[config.mk]
export PLATFORM = sky130hd
export DESIGN_NAME = pa_queue
export DESIGN_NICKNAME = d
export VERILOG_FILES = /design/src/design/pa_pkg.sv /design/src/design/pa_queue.sv
export SDC_FILE = /design/constraint.sdc
export NUM_CORES = 1
export LEC_CHECK = 0
export BUFFER_PORTS_ARGS = -buffer_cell sky130_fd_sc_hd__buf_2
export CORE_MARGIN = 2
export CORE_UTILIZATION = 51
export DETAILED_ROUTE_END_ITERATION = 16
export PLACE_DENSITY = 0.81
export SLEW_MARGIN = 0
export SYNTH_ARGS = -nofsm -noshare
export SYNTH_HDL_FRONTEND = slang
export SYNTH_SLANG_ARGS = --single-unit
[constraint.sdc]
create_clock -name clk -period 2.9 [get_ports clk]
set_input_delay 0 -clock clk [delete_from_list [all_inputs] [get_ports clk]]
set_output_delay 0 -clock clk [all_outputs]
set_load 0.01 [all_outputs]
[src/design/pa_pkg.sv]
// Package for the primitive assembler: widths, mode and register codes,
// and the command and configuration structs shared by the modules.
// No dependencies.
`timescale 1ns / 1ps
`default_nettype none

package pa_pkg;

  localparam int VERTEX_REF_BITS = 16;
  localparam int OUT_REF_W       = 16;
  // References are masked to VERTEX_REF_BITS and then to the output width.
  localparam int REF_W = (VERTEX_REF_BITS < OUT_REF_W) ? VERTEX_REF_BITS : OUT_REF_W;

  localparam int CFG_DATA_W = 2;
  localparam int SEEN_W     = 2;

  localparam int Q_DEPTH = 4;
  localparam int Q_PTR_W = $clog2(Q_DEPTH);
  localparam int Q_CNT_W = $clog2(Q_DEPTH + 1);

  typedef logic [REF_W-1:0] vref_t;

  typedef enum logic [1:0] {
    MODE_LINE_STRIP = 2'd0,
    MODE_LINE_LOOP  = 2'd1,
    MODE_TRI_STRIP  = 2'd2,
    MODE_TRI_FAN    = 2'd3
  } prim_mode_t;

  typedef enum logic {
    CFG_IDX_PRIM_MODE    = 1'b0,
    CFG_IDX_PROVOKE_LAST = 1'b1
  } cfg_idx_t;

  typedef struct packed {
    prim_mode_t prim_mode;
    logic       provoke_last;
  } cfg_t;

  // One queued command: a primitive, plus an optional loop-closing segment
  // that runs from vertex b back to close_ref.
  typedef struct packed {
    vref_t a;
    vref_t b;
    vref_t c;
    vref_t prov;
    logic  is_tri;
    logic  has_close;
    vref_t close_ref;
  } cmd_t;

  typedef enum logic [1:0] {
    PH_FIRST = 2'b01,
    PH_CLOSE = 2'b10
  } phase_t;

endpackage

`default_nettype wire

[src/design/pa_queue.sv]
// Small command queue between the front and back ends of the primitive
// assembler. Depends on pa_pkg.
`timescale 1ns / 1ps
`default_nettype none

module pa_queue import pa_pkg::*; (
  input  wire logic clk,
  input  wire logic rst_n,
  input  wire logic push,
  input  wire cmd_t push_cmd,
  output logic      not_full,
  output logic      not_empty,
  output cmd_t      head_cmd,
  input  wire logic pop
);

  cmd_t               mem_r [Q_DEPTH];
  logic [Q_PTR_W-1:0] wr_ptr_r, wr_ptr_nxt;
  logic [Q_PTR_W-1:0] rd_ptr_r, rd_ptr_nxt;
  logic [Q_CNT_W-1:0] count_r, count_nxt;

  assign not_full  = (count_r != Q_CNT_W'(Q_DEPTH));
  assign not_empty = (count_r != '0);
  assign head_cmd  = mem_r[rd_ptr_r];

  always_comb begin
    wr_ptr_nxt = (wr_ptr_r == Q_PTR_W'(Q_DEPTH - 1)) ? '0 : wr_ptr_r + Q_PTR_W'(1);
    rd_ptr_nxt = (rd_ptr_r == Q_PTR_W'(Q_DEPTH - 1)) ? '0 : rd_ptr_r + Q_PTR_W'(1);
    count_nxt  = count_r;
    if (push && !pop) begin
      count_nxt = count_r + Q_CNT_W'(1);
    end else if (pop && !push) begin
      count_nxt = count_r - Q_CNT_W'(1);
    end
  end

  always_ff @(posedge clk) begin
    if (!rst_n) begin
      wr_ptr_r <= '0;
      rd_ptr_r <= '0;
      count_r  <= '0;
    end else begin
      if (push) begin
        wr_ptr_r <= wr_ptr_nxt;
      end
      if (pop) begin
        rd_ptr_r <= rd_ptr_nxt;
      end
      count_r <= count_nxt;
    end
  end

  always_ff @(posedge clk) begin
    if (push) begin
      mem_r[wr_ptr_r] <= push_cmd;
    end
  end

endmodule

`default_nettype wire

==> results.cfg <==
[critical_path]
worstPathMaxFanout = 45
cp_top_family = flip-flops
path_class = flip-flop to primary output
crit_required_ps = 2900
end_kind = primary output
path_cells = buf_12, mux4_2, buf_2
crit_buf_inv = 2
start_kind = flip-flop
crit_slowest_cell = dfxtp_4
cp_slowest_stage_delay_ps = 710
cp_data_arrival_time_ps = 2150

[final_layout]
fin_cells = 1106
area_growth_pct = 26.2
register_area_mm2 = 0.0100
drive_above_1_share_pct = 40.5
layout_common_cells = 328 x edfxtp_1, 169 x buf_2, 86 x dlygate4sd3_1
multi_input_area_mm2 = 0.00212
nNetsFinal = 849
fillers = 1574
insertedDiodeCount = 0
final_common_cell = edfxtp_1

[route]
drc = 0
viasPerCell = 5.29
drtIter0Drc = 461
avgRoutedWirePerCell_um = 21.1
first_pass_iters = 4
dr_total_vias = 5855
drt_wl_total_mm = 23.3
postRouteAntennaNets = 0

[power_and_ir_drop]
p_int_mw = 8.84
power.density_mw_per_mm2 = 714
swShare_pct = 20.7
p_leak_nw = 5.35
peakVddDrop_uv = 414
pwr-share-seq_pct = 50.8
power_switching_mw = 2.30
clkPwrFrac_pct = 40.4
p_total_mw = 11.1
comb_power_share_pct = 8.9

[floorplanning]
core_mm2 = 0.0240
die_h_um = 160
die_w_um = 160
initial_core_util_pct = 51.5
die_area_mm2 = 0.0255
rows = 57
io_pins = 170

[clocking]
numClockSinks = 337
htree_levels = 2
cts.clk_slew.worst_paths_ps = 60
ctsLongestPathBuffers = 3
cts_setup_buffers = 0
clk_latency_ps = 510
cts_tree = built
clockRootBuffer = clkbuf_16
cts_made_buffers = 35
cts_resized = 0

[sta]
fin_skew_ps = 16.2
setup_tns_ps = 0
layout_min_cycle_time_ps = 2150
timing.slew.headroom_pct = 60.2
timing.hold.ws_ps = 248
drv_slew = 0
rsz0062_at_grt = no
hold_viol_final = 0
setup_viol = 0
max_freq_mhz = 464
setup_ws_ps = 746
worst_pin_slew_ps = 597
period_share_pct = 74.3

[place]
dp_slack_ps = 1030
place_congestion = 0.720
dp_hpwl_mm = 13.6
io_buffer_count = 169
dp_cells = 957

[synth]
synth_edf_count = 328
yosysWarnings = 0
synthDistinctLibCells = 23
syn_nets = 566
ys_ff_latch = 337
synth-main-ff-cell = edfxtp_1
yosysSeqAreaShare_pct = 81.1
avgSynthCellArea_um2 = 26.2
ys_async_sr_fraction_pct = 0
syn_inst = 473
syn_area_mm2 = 0.0124

[worst_hold_path]
worstHoldPathType = input port to flip-flop

[grt]
antenna_found_initial = 0
globalRouteMet3Util_pct = 4.62
track_usage_pct = 18.6
use_met2_pct = 30.7
grt_pass1_wl_mm = 36.2
grt_max_degree = 56
grt.overflow.total = 0
grt.busiest_layer = met2
grtUsageMet1_pct = 24.9
grt_pass1_vias = 6500

[outcome]
status = finished clean

[job]
cap_violations = 0
cells in the mapped netlist, drive strengths merged, types with 2 or more instances:
master / instances / area [um^2]
edfxtp: 328 / 9850
inv: 4 / 15.0
dfxtp: 9 / 180
nor2: 2 / 7.51
buf: 17 / 211
and2: 5 / 31.3
mux4: 82 / 1850
ha: 6 / 75.1
or3: 2 / 12.5
nor2b: 5 / 31.3
mux2i: 4 / 40.0
state kept, by name (all words and copies together) (netlist names), named ones only:
name / count
mem_r: 328
rd_ptr_r: 2
wr_ptr_r: 2
count_r: 3
logic make-up (layout without fill, tap and decap cells):
group / count (synthesis) / after routing / synth area share, %
and+or+nand+nor: 16 / 16 / 0.738
adders and majority gates: 7 / 7 / 0.768
DFF: 337 / 337 / 81.1
buffers and inverters: 22 / 331 / 1.86
AOI/OAI and AO/OA: 3 / 3 / 0.162
muxes: 86 / 86 / 15.3
xor gates and xnor gates: 2 / 2 / 0.142
per-layer routing:
layer | vias up | routed length (um)
li1 | 2596 | -
met1 | 3000 | 9350
met2 | 216 | 11700
met3 | 43 | 1680
met4 | 0 | 546
met5 | - | 0
stage by stage:
stage | utilization, % | area [um^2]
floorplan | - | 12400
global placement | 56.5 | 13600
detailed placement | 56.5 | 13600
CTS | 65.0 | 15600
global route | 65.0 | 15600
finish | 65.0 | 15600
power by group through the flow:
stage               combinational, mW  sequential (mW)  clock (mW)
global route                     1.07             5.67        4.80
global placement                0.881             5.74           0
finish                          0.989             5.66        4.50
CTS                              1.01             5.66        4.60
detailed placement              0.909             5.76           0
floorplan                       0.556             5.73           0
layout make-up:
type / instances / share of cell area, %
Clock buffer: 42 / 5.78
Inverter: 4 / 0.0962
Sequential cell: 337 / 64.3
Timing Repair Buffer: 264 / 11.9
Multi-Input combinational cell: 114 / 13.6
Clock inverter: 21 / 1.71
Tap cell: 324 / 2.60
final timing paths:
check / cells after the start / from / slack, ps / to
worst max-delay path: 3 / flip-flop / 750 / head_cmd[36]
worst min-delay path: 2 / push_cmd[39] / 250 / mem_r[3][39]$_DFFE_PP_
worst max register to register: 4 / wr_ptr_r[0]$_SDFFE_PN0P_ / 1060 / mem_r[2][72]$_DFFE_PP_
worst min register to register: 2 / rd_ptr_r[1]$_SDFFE_PN0P_ / 540 / flip-flop
timing repair:
action | in CTS | in global routing
hold buffers | 86 | 0
endpoints found under the hold margin | 337 | 0
endpoints found under the setup margin | 0 | 0
No activity file was read; power rests on OpenSTA's default activity.
